### src/hw/rtl/gws_pkg.sv
// shared types, constants and commands for the eight-way grid word search
`timescale 1ns / 1ps
`default_nettype none
package gws_pkg;

    localparam int GRID_MAX  = 64;
    localparam int WORDS_MAX = 32;
    localparam int LEN_MAX   = 16;
    localparam int DIRS      = 8;

    localparam int COORD_W = $clog2(GRID_MAX);
    localparam int WIDX_W  = $clog2(WORDS_MAX);
    localparam int LIDX_W  = $clog2(LEN_MAX);
    localparam int LEN_W   = $clog2(LEN_MAX + 1);
    localparam int DIR_W   = $clog2(DIRS);
    localparam int CFG_W   = 7;
    localparam int SIDE_W  = 7;
    localparam int CNT_W   = 6;

    typedef enum logic [1:0] {
        OP_GRID  = 2'd0,
        OP_WORD  = 2'd1,
        OP_RUN   = 2'd2,
        OP_NONE  = 2'd3
    } op_t;

    typedef enum logic {
        REG_GRID_SIDE  = 1'b0,
        REG_WORD_COUNT = 1'b1
    } reg_idx_t;

    typedef struct packed {
        logic [1:0] operation;
        logic [5:0] row;
        logic [5:0] col;
        logic [7:0] char_value;
        logic [4:0] word_index;
        logic [3:0] letter_index;
        logic       last_letter;
    } in_item_t;

    typedef struct packed {
        logic [4:0] result_word;
        logic       found;
        logic [5:0] start_col;
        logic [5:0] start_row;
        logic       last;
    } out_item_t;

    typedef enum logic [3:0] {
        ST_IDLE,
        ST_WORD,
        ST_LEN,
        ST_CELL,
        ST_FIRST,
        ST_DIR,
        ST_READ,
        ST_CMP,
        ST_NEXT,
        ST_EMIT
    } state_t;

    // controller to datapath
    typedef struct packed {
        logic load_len;     // capture registered length read
        logic word_start;   // reset cell scan for current word
        logic read_first;   // issue reads of first letter at start cell, first direction
        logic dir_start;    // begin direction at j = 1
        logic read_step;    // issue reads at step j
        logic step_adv;     // j++
        logic dir_adv;      // next direction
        logic cell_adv;     // next start cell
        logic word_adv;     // next word
        logic hit;          // record match at current cell
    } cmd_t;

    // datapath to controller
    typedef struct packed {
        logic len_zero;
        logic len_one;
        logic first_eq;
        logic step_eq;
        logic step_last;    // j == len-1
        logic dir_in;       // end point inside grid
        logic dir_last;
        logic cell_last;
        logic word_last;
        logic no_words;
        logic no_cells;
    } stat_t;

    function automatic logic signed [3:0] step_dx(input logic [DIR_W-1:0] d);
        logic signed [3:0] v;
        begin
            unique case (d)
                3'd0: v = 4'sd0;
                3'd1: v = -4'sd1;
                3'd2: v = -4'sd1;
                3'd3: v = -4'sd1;
                3'd4: v = 4'sd0;
                3'd5: v = 4'sd1;
                3'd6: v = 4'sd1;
                default: v = 4'sd1;
            endcase
            step_dx = v;
        end
    endfunction

    function automatic logic signed [3:0] step_dy(input logic [DIR_W-1:0] d);
        logic signed [3:0] v;
        begin
            unique case (d)
                3'd0: v = 4'sd1;
                3'd1: v = 4'sd1;
                3'd2: v = 4'sd0;
                3'd3: v = -4'sd1;
                3'd4: v = -4'sd1;
                3'd5: v = -4'sd1;
                3'd6: v = 4'sd0;
                default: v = 4'sd1;
            endcase
            step_dy = v;
        end
    endfunction

endpackage
`default_nettype wire

### src/hw/rtl/gws_ctrl.sv
// search sequencer: walks words, start cells, directions and letters
`timescale 1ns / 1ps
`default_nettype none
module gws_ctrl (
    input  wire logic           clk,
    input  wire logic           rst_n,
    input  wire logic           run,
    input  wire gws_pkg::stat_t stat,
    input  wire logic           out_free,
    output logic                busy,
    output logic                emit,
    output gws_pkg::cmd_t       cmd
);
    import gws_pkg::*;

    state_t state_reg, state_next;

    always_ff @(posedge clk or negedge rst_n)
    begin
        if (!rst_n)
            state_reg <= ST_IDLE;
        else
            state_reg <= state_next;
    end

    always_comb
    begin
        state_next = state_reg;
        cmd        = '0;
        emit       = 1'b0;
        busy       = (state_reg != ST_IDLE);
        unique case (state_reg)
            ST_IDLE:
            begin
                if (run && !stat.no_words)
                    state_next = ST_WORD;
            end
            ST_WORD:
            begin
                // length memory read in flight
                cmd.word_start = 1'b1;
                state_next     = ST_LEN;
            end
            ST_LEN:
            begin
                cmd.load_len = 1'b1;
                state_next   = ST_CELL;
            end
            ST_CELL:
            begin
                if (stat.len_zero || stat.no_cells)
                    state_next = ST_EMIT;
                else
                begin
                    cmd.read_first = 1'b1;
                    state_next     = ST_FIRST;
                end
            end
            ST_FIRST:
            begin
                if (!stat.first_eq)
                    state_next = ST_NEXT;
                else if (stat.len_one)
                begin
                    cmd.hit    = 1'b1;
                    state_next = ST_EMIT;
                end
                else
                    state_next = ST_DIR;
            end
            ST_DIR:
            begin
                if (stat.dir_in)
                begin
                    cmd.dir_start = 1'b1;
                    state_next    = ST_READ;
                end
                else if (stat.dir_last)
                    state_next = ST_NEXT;
                else
                    cmd.dir_adv = 1'b1;
            end
            ST_READ:
            begin
                cmd.read_step = 1'b1;
                state_next    = ST_CMP;
            end
            ST_CMP:
            begin
                if (stat.step_eq && stat.step_last)
                begin
                    cmd.hit    = 1'b1;
                    state_next = ST_EMIT;
                end
                else if (stat.step_eq)
                begin
                    cmd.step_adv = 1'b1;
                    state_next   = ST_READ;
                end
                else if (stat.dir_last)
                    state_next = ST_NEXT;
                else
                begin
                    cmd.dir_adv = 1'b1;
                    state_next  = ST_DIR;
                end
            end
            ST_NEXT:
            begin
                if (stat.cell_last)
                    state_next = ST_EMIT;
                else
                begin
                    cmd.cell_adv = 1'b1;
                    state_next   = ST_CELL;
                end
            end
            ST_EMIT:
            begin
                if (out_free)
                begin
                    emit         = 1'b1;
                    cmd.word_adv = 1'b1;
                    state_next   = stat.word_last ? ST_IDLE : ST_WORD;
                end
            end
            default: state_next = ST_IDLE;
        endcase
    end

endmodule
`default_nettype wire

### config.mk
export PLATFORM = sky130hd
export DESIGN_NAME = gws_ctrl
export DESIGN_NICKNAME = d
export VERILOG_FILES = /design/src/hw/rtl/gws_pkg.sv /design/src/hw/rtl/gws_ctrl.sv
export SDC_FILE = /design/constraint.sdc
export NUM_CORES = 1
export LEC_CHECK = 0
export BUFFER_PORTS_ARGS = -buffer_cell sky130_fd_sc_hd__clkbuf_2
export CORE_AREA = 4 4 41 43
export CTS_BUF_LIST = sky130_fd_sc_hd__clkbuf_4 sky130_fd_sc_hd__clkbuf_8
export DETAILED_ROUTE_END_ITERATION = 10
export DIE_AREA = 0 0 45 47
export GPL_TIMING_DRIVEN = 0
export HOLD_SLACK_MARGIN = 0.05
export PLACE_DENSITY_LB_ADDON = 0.12
export SYNTH_ARGS = -nofsm -noshare
export SYNTH_HDL_FRONTEND = slang
export SYNTH_SLANG_ARGS = --single-unit
### constraint.sdc
create_clock -name clk -period 1.5 [get_ports clk]
set_clock_uncertainty 0.05 [all_clocks]
set_input_delay 0.3 -clock clk [delete_from_list [all_inputs] [get_ports clk]]
set_output_delay 0.3 -clock clk [all_outputs]
set_load 0.005 [all_outputs]
==> results by group, run 1 <==
Min path
  • Hold WC Path Type: in -> async

GRT
  • Vias in the first global route: 685
  • GRT Util Overall: between 10% and 20%
  • Antenna violations before repair: 0
  • Global route overflow: 0
  • Largest net degree at the start of global routing: 8
  • First-pass GRT wire length: 2994 µm

Setup path
  • R2R cell count: 5
  • CP Capture Point: cmd[3]
  • Req. time, crit path: between 1 and 1.5 ns
  • Reg2reg setup slack: -0.09 ns
  • Arrival @ worst endpoint: ~1.3 ns
  • Critical path type: reg -> out
  • Critical Path Source: state_reg[1]
  • Worst setup SP type: flop
  • Reg2reg end: state_reg[0]
  • Worst setup EP type: output port
  • R2R Path Start: state_reg[2]
  • Worst Path Max Fanout: 7

STA
  • Rel. slew slack: between 80% and 90%
  • Minimum clock period after layout: 1.693 ns
  • RSZ-0062 raised after global routing: true
  • Post-route setup slack: -0.1935 ns
  • Fin crit share: 112.9%
  • Max Slew Vio Count: 0
  • Fmax: around 0.59 GHz
  • Setup-failing EPs final: 13
  • Final Hold Fails: 0
  • Hold WS: 0.3515 ns
  • Pin slew with the least headroom to its limit: between 0.2 and 0.3 ns

Outcome
  • Failing checks: negative setup slack
  • Outcome: finished, violations left

Drt
  • DRT Pass-1 Iters: 4
  • Vias: around 730
  • DR iter-0 viols: 21
  • DR vias/cell: between 5 and 6
  • DR DRC count: 0
  • DRT Wirelength: just over 2000 µm
  • Wire length per cell: between 15 and 20 µm
  • ANT nets after route: 0

CTS
  • Clock Latency Late Sink: roughly 0.24 ns
  • H-tree levels: 1
  • Clk slew on worst S/H paths: approximately 0.04 ns
  • Clock tree sinks: 4
  • Root buffer cell: clkbuf_4
  • CTS tree: yes
  • CTS Buf Count: 3
  • Clock buffer depth: 2

Floorplanning
  • Die area: 2115 µm²
  • Io pins: 27
  • Initial core utilization: roughly two fifths
  • Die height: about 47 µm
  • Die Wd: 45 µm
  • Core outline area: 1301 µm²
  • Std-Cell Rows: 13

Yosys
  • EDFF count, synth: 0
  • Ys async rst share: between 90% and 100%
  • Post-synth net total: 87
  • Yosys warns: 0
  • Synthesized area: 523.0 µm²
  • Register area share after synthesis: 19.14%
  • Top-area cell type share of the netlist area: between 10% and 20%
  • Syn_area_per_cell: 7.264 µm²
  • Main synth FF type: dfrtp_1
  • Area leader, netlist: dfrtp_1
  • #FFs+latches synth: 4
  • Mapped Cells: 72
  • Cell variety after synth: 29
  • Synth area leaders: dfrtp_1 (19%), nand2b_1 (7.2%), nor3_1 (5.7%)

Place
  • Placed insts: ~110
  • Hpwl dp: roughly 1200 µm
  • GP Congestion: a little under 0.8
  • Number of port buffers: 26
  • DP Area: approximately 670 µm²

Layout
  • Layout cells sized above 1: between 60% and 70%
  • Nets: 135
  • Diodes inserted: 0
  • Non-Filler Instances: around 130
  • Post-layout utilization of the core: 74.42%
  • Number of flip-flops in the largest register: 4
  • Area growth syn-to-layout: 85.17%
  • Final instance area: 968.4 µm²

Power
  • Total power: between 1500 and 2000 µW
  • Total leakage power: between 0.0004 and 0.0005 µW
  • PD cells: 1659 nW/µm²
  • Peak supply drop: a little under 1000 µV

Run
  • Max-cap viol count: 0
==> per-layer routing <==
metal / wire [µm] / global-route usage [%] / vias to the layer above
met3: 165 / 4.215 / 4
met4: 33 / 5.263 / 0
met5: 0 / 0 / -
li1: - / - / 354
met1: 765 / 22.20 / 334
met2: 1081 / 37.01 / 36
==> how the worst min path moves through the flow <==
| stage | to | start |
|---|---|---|
| final | state_reg[3] | rst_n |
| after global routing | state_reg[3] | rst_n |
| after CTS | state_reg[3] | rst_n |
| after detailed placement | state_reg[3] | rst_n |
| after global placement | state_reg[3] | rst_n |
| after floorplan | state_reg[0] | rst_n |
==> cell usage after synthesis (2+ instances only) <==
| master | number |
|---|---|
| nand2_1 | 7 |
| nand2b_1 | 6 |
| nor2_1 | 6 |
| nor3_1 | 6 |
| a21oi_1 | 5 |
| dfrtp_1 | 4 |
| inv_1 | 4 |
| nor2b_1 | 4 |
| buf_4 | 3 |
| o21ai_0 | 3 |
| a31oi_1 | 2 |
| buf_6 | 2 |
| nand3_1 | 2 |
| nor4_1 | 2 |
| or2_2 | 2 |
==> area by class of cell <==
cell class | instances | area [µm²]
fill | 107 | 332.8
sequential | 4 | 100.1
inverter | 4 | 15.01
timing repair buffer | 43 | 285.3
tap | 15 | 18.77
clock buffer | 3 | 22.52
buffer | 5 | 52.55
multi-input combinational | 59 | 474.2
==> worst max-delay path, cell delays in order, from the launching register on <==
cell       delay (ns)
dfrtp_1          0.40
buf_6            0.16
buf_12           0.12
a2111oi_4        0.26
buf_2            0.16
==> power breakdown <==
group	internal, µW	leakage [µW]	switching, µW
logic	640	0.000410	621
registers	155	0.0000512	51.5
clock network	89.8	0.0000138	48.8
total	885	0.000475	721
==> kinds of logic (layout without fill, tap and decap cells) <==
group           count (synthesis)  count (layout)  share of synthesized area [%]
flops                           4               4                          19.14
buf+inv                         9              55                          11.48
simple gates                   44              44                          51.20
compound gates                 15              15                          18.18
==> repair_timing <==
item	4_1_cts	5_1_grt
hold buffers	1	0
resized for setup	21	13
cloned	1	0
setup endpoints to repair	13	15
hold endpoints to repair	4	0
pin swaps	4	6
setup buffers	12	3
==> stage by stage <==
step	setup TNS [ns]	worst slack (ns)
6_report	-1.284	-0.1935
5_1_grt	-2.061	-0.2435
4_1_cts	-1.311	-0.1927
3_5_place_dp	-0.09797	-0.03595
3_3_place_gp	-0.05041	-0.02370
2_1_floorplan	0	0.1146
==> placed cells by master, fill, tap and decap left out, types with 2 or more instances in the layout <==
cell	synthesis	routed
nand2b_4	0	2
a31oi_1	2	2
clkbuf_2	0	21
buf_6	2	8
nor2_1	6	5
o21ai_0	3	3
nor4_2	0	2
nand2_1	7	5
nor2b_1	4	2
clkbuf_4	0	3
or2_2	2	2
nand2_2	0	2
buf_2	0	6
buf_4	3	11
nor3_2	0	3
a21oi_1	5	5
inv_1	4	4
nor3_1	6	2
nand2b_1	6	3
dfrtp_1	4	4
No activity file was read; power rests on OpenSTA's default activity.
==> run 2, diff against run 1 <==
--- a/config.mk
+++ b/config.mk
@@ -5,11 +5,11 @@
 export SDC_FILE = /design/constraint.sdc
 export NUM_CORES = 1
 export LEC_CHECK = 0
-export BUFFER_PORTS_ARGS = -buffer_cell sky130_fd_sc_hd__clkbuf_2
 export CORE_AREA = 4 4 41 43
 export CTS_BUF_LIST = sky130_fd_sc_hd__clkbuf_4 sky130_fd_sc_hd__clkbuf_8
 export DETAILED_ROUTE_END_ITERATION = 10
 export DIE_AREA = 0 0 45 47
+export DONT_BUFFER_PORTS = 1
 export GPL_TIMING_DRIVEN = 0
 export HOLD_SLACK_MARGIN = 0.05
 export PLACE_DENSITY_LB_ADDON = 0.12
==> run 2 against run 1 <==
The run still ends with negative setup slack left. Clock-buffer cell count unchanged. Final cell count shrank 23%. Hold slack worse by 0.097 ns. Via count shrank 16%. Combinational power fell by 13%. First-iteration DRC count decreased by 29%. Non-clock buffer count down 31. Largest cell class unchanged.
==> results by group, run 2 (synthesis results as in run 1) <==
Drt
  • Vias: 610 (-16%)
  • DRT Wirelength: 1658 µm (-19%)
  • DR DRC count: 0 (unchanged)
  • DR iter-0 viols: 15 (-29%)
  • ANT nets after route: 0 (unchanged)
  • DRT Pass-1 Iters: 4 (unchanged)
  • Wire length per cell: 16.25 µm (+5.7%)
  • DR vias/cell: 5.980 (+9.3%)

CTS
  • Root buffer cell: clkbuf_4
  • Clock Latency Late Sink: 0.23 ns (about the same)
  • CTS tree: yes
  • CTS Buf Count: 3 (unchanged)
  • Clock buffer depth: 2 (unchanged)
  • H-tree levels: 1 (unchanged)
  • Clk slew on worst S/H paths: 0.04 ns (about the same)
  • Clock tree sinks: 4 (unchanged)

STA
  • Max Slew Vio Count: 0 (unchanged)
  • Final Hold Fails: 0 (unchanged)
  • RSZ-0062 raised after global routing: true
  • Pin slew with the least headroom to its limit: 0.2815 ns (+0.02883 ns)
  • Fmax: 0.6527 GHz (+11%)
  • Setup-failing EPs final: 4 (-9)
  • Minimum clock period after layout: 1.532 ns (-0.1613 ns)
  • Fin crit share: 102.1% (-11 points)
  • Hold WS: 0.2546 ns (-0.09689 ns)
  • Rel. slew slack: 81.11% (-1.9 points)
  • Post-route setup slack: -0.03219 ns (+0.1613 ns)

Min path
  • Hold WC Path Type: in -> reg

Floorplanning
  • Initial core utilization: 40.19% (unchanged)
  • Die area: 2115 µm² (unchanged)
  • Die Wd: 45 µm (unchanged)
  • Core outline area: 1301 µm² (unchanged)
  • Die height: 47 µm (unchanged)
  • Io pins: 27 (unchanged)
  • Std-Cell Rows: 13 (unchanged)

GRT
  • Largest net degree at the start of global routing: 11 (+3)
  • Vias in the first global route: 593 (-13%)
  • Global route overflow: 0 (unchanged)
  • Antenna violations before repair: 0 (unchanged)
  • First-pass GRT wire length: 2553 µm (-15%)
  • GRT Util Overall: 16.61% (-3.0 points)

Setup path
  • Worst Path Max Fanout: 8 (+1)
  • Worst setup EP type: output port
  • Worst setup SP type: flop
  • Critical path type: reg -> out
  • Arrival @ worst endpoint: 1.18 ns (-0.16 ns)
  • Req. time, crit path: 1.15 ns (about the same)

Layout
  • Area growth syn-to-layout: 53.11%
  • Final instance area: 800.8 µm² (-17%)
  • Number of flip-flops in the largest register: 4 (unchanged)
  • Layout cells sized above 1: 49.43% (-11 points)
  • Most frequent cells in the layout: buf_4 (11), nand2_1 (6), buf_6 (4), inv_1 (4), a21oi_1 (4)
  • Diodes inserted: 0 (unchanged)
  • Nets: 104 (-23%)
  • Fillers: 115 (+7.5%)
  • Leading cell type in the layout, fill and taps excluded: buf_4
  • Post-layout utilization of the core: 61.54% (-13 points)

Power
  • Peak supply drop: 854.3 µV (-11%)
  • PD cells: 1794 nW/µm² (+8.1%)
  • Total leakage power: 0.0003273 µW (-31%)

Place
  • GP Congestion: 0.7718 (-1.4%)
  • Hpwl dp: 1101 µm (-11%)
  • Number of port buffers: 0 (-100%)
  • Placement Setup Slack: -0.04034 ns (-0.004388 ns)
  • DP Area: 541.8 µm² (-19%)

Outcome
  • Outcome: finished, violations left
  • Failing checks: negative setup slack

Run
  • Max-cap viol count: 0 (unchanged)
[run 2: area by class of cell]
| type | count | area (µm²) | share of cell area, % |
|---|---|---|---|
| inverter | 4 | 15.01 | 1.875 |
| buffer | 5 | 56.30 | 7.031 |
| clock buffer | 3 | 22.52 | 2.812 |
| timing repair buffer | 12 | 96.34 | 12.03 |
| sequential | 4 | 101.3 | 12.66 |
| multi-input combinational | 59 | 490.5 | 61.25 |
| tap | 15 | 18.77 | 2.344 |
[run 2: final timing paths]
check / from / end / slack [ns] / cells after the start
worst max register to register: state_reg[3] / state_reg[3] / -0.01 / 4
min in group asynchronous: rst_n / state_reg[3] / 0.29 / 1
worst max-delay path: state_reg[3] / cmd[1] / -0.03 / 4
worst min-delay path: out_free / state_reg[3] / 0.25 / 2
max in group asynchronous: rst_n / state_reg[1] / 0.93 / 1
worst min register to register: state_reg[3] / state_reg[1] / 0.72 / 3
[run 2: metrics by stage]
| stage | std cells | power (µW) | setup TNS, ns |
|---|---|---|---|
| after floorplan | 72 | 724.5 | 0 |
| after global placement | 87 | 863.1 | -0.06354 |
| after detailed placement | 87 | 857.5 | -0.06289 |
| after CTS | 99 | 1305 | -0.1621 |
| after global routing | 102 | 1549 | -0.6207 |
| final | 102 | 1436 | -0.09069 |
[run 2: power by group]
part | leakage (µW) | total (µW) | internal [µW] | switching [µW]
Sequential | 0.0000501 | 204 | 158 | 45.9
Clock | 0.0000138 | 131 | 89.3 | 41.3
Combinational | 0.000263 | 1100 | 517 | 585
Total | 0.000327 | 1440 | 764 | 672
[run 2: worst max-delay path, cell delays in order, from the launching register on]
cell	delay (ns)
dfrtp_1	0.38
buf_6	0.16
nand2b_2	0.12
nor3_4	0.16
buf_4	0.14
[run 2: layer usage]
metal	global-route usage (%)	up-vias	wire (µm)
li1	-	294	-
met1	19.41	287	712
met2	28.25	27	795
met3	7.280	2	134
met4	3.509	0	15
met5	0	-	0
[run 2: what timing repair did]
| item | CTS | global route |
|---|---|---|
| endpoints found under the setup margin | 11 | 13 |
| pin swaps | 3 | 6 |
| gates resized for setup | 23 | 9 |
| endpoints found under the hold margin | 4 | 0 |
| hold buffers | 1 | 0 |
| buffers inserted | 8 | 3 |
==> run 3, diff against run 2 <==
==> constraint.sdc (replaced) <==
create_clock -name clk -period 1.9 [get_ports clk]
set_clock_uncertainty 0.05 [all_clocks]
set_input_delay 0.38 -clock clk [delete_from_list [all_inputs] [get_ports clk]]
set_output_delay 0.38 -clock clk [all_outputs]
set_load 0.005 [all_outputs]
==> run 3 against run 2 <==
The run now ends clean. Clock-buffer cell count stayed put. Sequential cell count stayed put. Via count is 10% lower. Critical path type unchanged. Critical path depth is 1 lower. Cell area is 27% lower. First-iteration DRC count is 60% higher. Global-route usage is 2.0 points lower. Sequential share of layout area is 4.6 points higher. Combinational power is 52% lower. Largest power group unchanged. Hold slack better by 0.081 ns. Core utilization is 17 points lower. Register-to-register slack better by 0.36 ns.
==> results by group, run 3 (synthesis results as in run 1) <==
Layout
  • Nets: 93 (-11%)
  • Number of flip-flops in the largest register: 4 (unchanged)
  • Fillers: 140 (+22%)
  • Most frequent cells in the layout: nand2_1 (7), nand2b_1 (6), nor2_1 (6), nor3_1 (5), a21oi_1 (5)
  • Area growth syn-to-layout: 11.00%
  • Diodes inserted: 0 (unchanged)
  • Layout cells sized above 1: 18.42% (-31 points)
  • Leading cell type in the layout, fill and taps excluded: nand2_1

CTS
  • CTS Buf Count: 3 (unchanged)
  • CTS tree: yes
  • Clock tree sinks: 4 (unchanged)
  • Clock buffer depth: 2 (unchanged)
  • H-tree levels: 1 (unchanged)
  • Setup Buffers After CTS: 0 (-8)
  • Clock Latency Late Sink: 0.23 ns (about the same)
  • Root buffer cell: clkbuf_4
  • Clk slew on worst S/H paths: 0.04 ns (about the same)

Drt
  • Met1 WL: 609 µm (-14%)
  • DR iter-0 viols: 24 (+9)
  • ANT nets after route: 0 (unchanged)
  • DRT Pass-1 Iters: 4 (unchanged)
  • DR WL met2: 662 µm (-17%)
  • Top layer in use: met3
  • Wire length per cell: 15.49 µm (-4.7%)
  • DRT Wirelength: 1410 µm (-15%)
  • Routed length on met3: 138 µm (+3.0%)
  • DR DRC count: 0 (unchanged)
  • DR vias/cell: 6.033 (+0.88%)
  • Vias: 549 (-10%)

Min path
  • Hold WC Path Type: in -> reg

GRT
  • Largest net degree at the start of global routing: 11 (unchanged)
  • GRT Util Overall: 14.64% (-2.0 points)
  • Global route overflow: 0 (unchanged)
  • Vias in the first global route: 520 (-12%)
  • First-pass GRT wire length: 2249 µm (-12%)
  • Antenna violations before repair: 0 (unchanged)

STA
  • Fmax: ~0.57 GHz
  • Fin crit share: between 90% and 100%
  • Final Hold Fails: 0 (unchanged)
  • Post-route setup slack: 0.1411 ns (+0.1733 ns)
  • Minimum clock period after layout: 1.759 ns
  • RSZ-0062 raised after global routing: false
  • Rel. slew slack: 68.15% (-13 points)
  • Setup-failing EPs final: 0 (-4)
  • Pin slew with the least headroom to its limit: 0.4734 ns (+0.1919 ns)
  • Setup TNS Final: 0 ns (+0.09069 ns)
  • Max Slew Vio Count: 0 (unchanged)

Setup path
  • Worst setup EP type: output port
  • Worst Path Max Fanout: 6 (-2)
  • Critical path type: reg -> out
  • Arrival @ worst endpoint: 1.33 ns (+0.15 ns)
  • Worst setup SP type: flop
  • Req. time, crit path: 1.47 ns (+0.32 ns)

Outcome
  • Outcome: complete, no violations

Place
  • Placement Setup Slack: 0.2981 ns (+0.3384 ns)
  • Hpwl dp: 1101 µm (unchanged)
  • GP Congestion: 0.7718 (unchanged)
  • Number of port buffers: 0 (unchanged)

Power
  • PD cells: 1358 nW/µm² (-24%)
  • Total leakage power: 0.0002369 µW (-28%)
  • Total power: 788.6 µW (-45%)
  • Peak supply drop: 453.7 µV (-47%)

Run
  • Max-cap viol count: 0 (unchanged)

Floorplanning
  • Die height: 47 µm (unchanged)
  • Die area: 2115 µm² (unchanged)
  • Core outline area: 1301 µm² (unchanged)
  • Die Wd: 45 µm (unchanged)
  • Std-Cell Rows: 13 (unchanged)
  • Initial core utilization: 40.19% (unchanged)
  • Io pins: 27 (unchanged)
-- run 3: cell count changes in the layout (fill, tap and decap cells not counted), sizes merged --
cell | previous run | this run
buf | 16 | 5
-- run 3: metal layers --
metal  global-route usage, %  vias to the layer above
met4                       0                        0
met1                   17.81                      253
li1                        -                      273
met5                       0                        -
met3                   6.897                        0
met2                   25.14                       23
-- run 3: per-stage QoR --
stage                     area (µm²)  hold WS (ns)  utilization [%]  cells
after floorplan                523.0       0.03441                -     72
after global placement         541.8       0.03450            41.63     87
after detailed placement       541.8       0.03450            41.63     87
after CTS                      574.3        0.3267            44.13     91
after global routing           580.6        0.3246            44.62     91
final                          580.6        0.3360            44.62     91
-- run 3: worst max-delay path, cell delays in order, from the launching register on --
cell,delay [ns]
dfrtp_1,0.42
nand2b_1,0.28
nor3_2,0.25
buf_4,0.15
-- run 3: timing repair --
item / in CTS / in global routing
endpoints found under the setup margin: 0 / 2
endpoints found under the hold margin: 4 / 0
hold buffers: 1 / 0
resized for setup: 0 / 2
-- run 3: layout make-up --
type	instances	area, µm²	share of cell area, %
clock buffers	3	22.52	3.879
well taps	15	18.77	3.233
repair buffers	1	10.01	1.724
flip-flops and latches	4	100.1	17.24
multi-input cells	59	369.1	63.58
plain buffers	5	45.04	7.759
inverters	4	15.01	2.586
-- run 3: worst paths after layout --
kind / start / endpoint / slack (ns) / cells past startpoint
min in group asynchronous: rst_n / state_reg[0] / 0.38 / 1
worst min-delay path: out_free / state_reg[3] / 0.34 / 2
worst max-delay path: state_reg[1] / cmd[1] / 0.14 / 3
worst max register to register: state_reg[3] / state_reg[3] / 0.35 / 4
max in group asynchronous: rst_n / state_reg[1] / 1.25 / 1
worst min register to register: state_reg[3] / state_reg[1] / 0.71 / 3
-- run 3: where the power goes --
part           switching, µW  internal [µW]
clock network           31.4           70.4
registers               37.6            123
logic                    313            214
total                    382            407
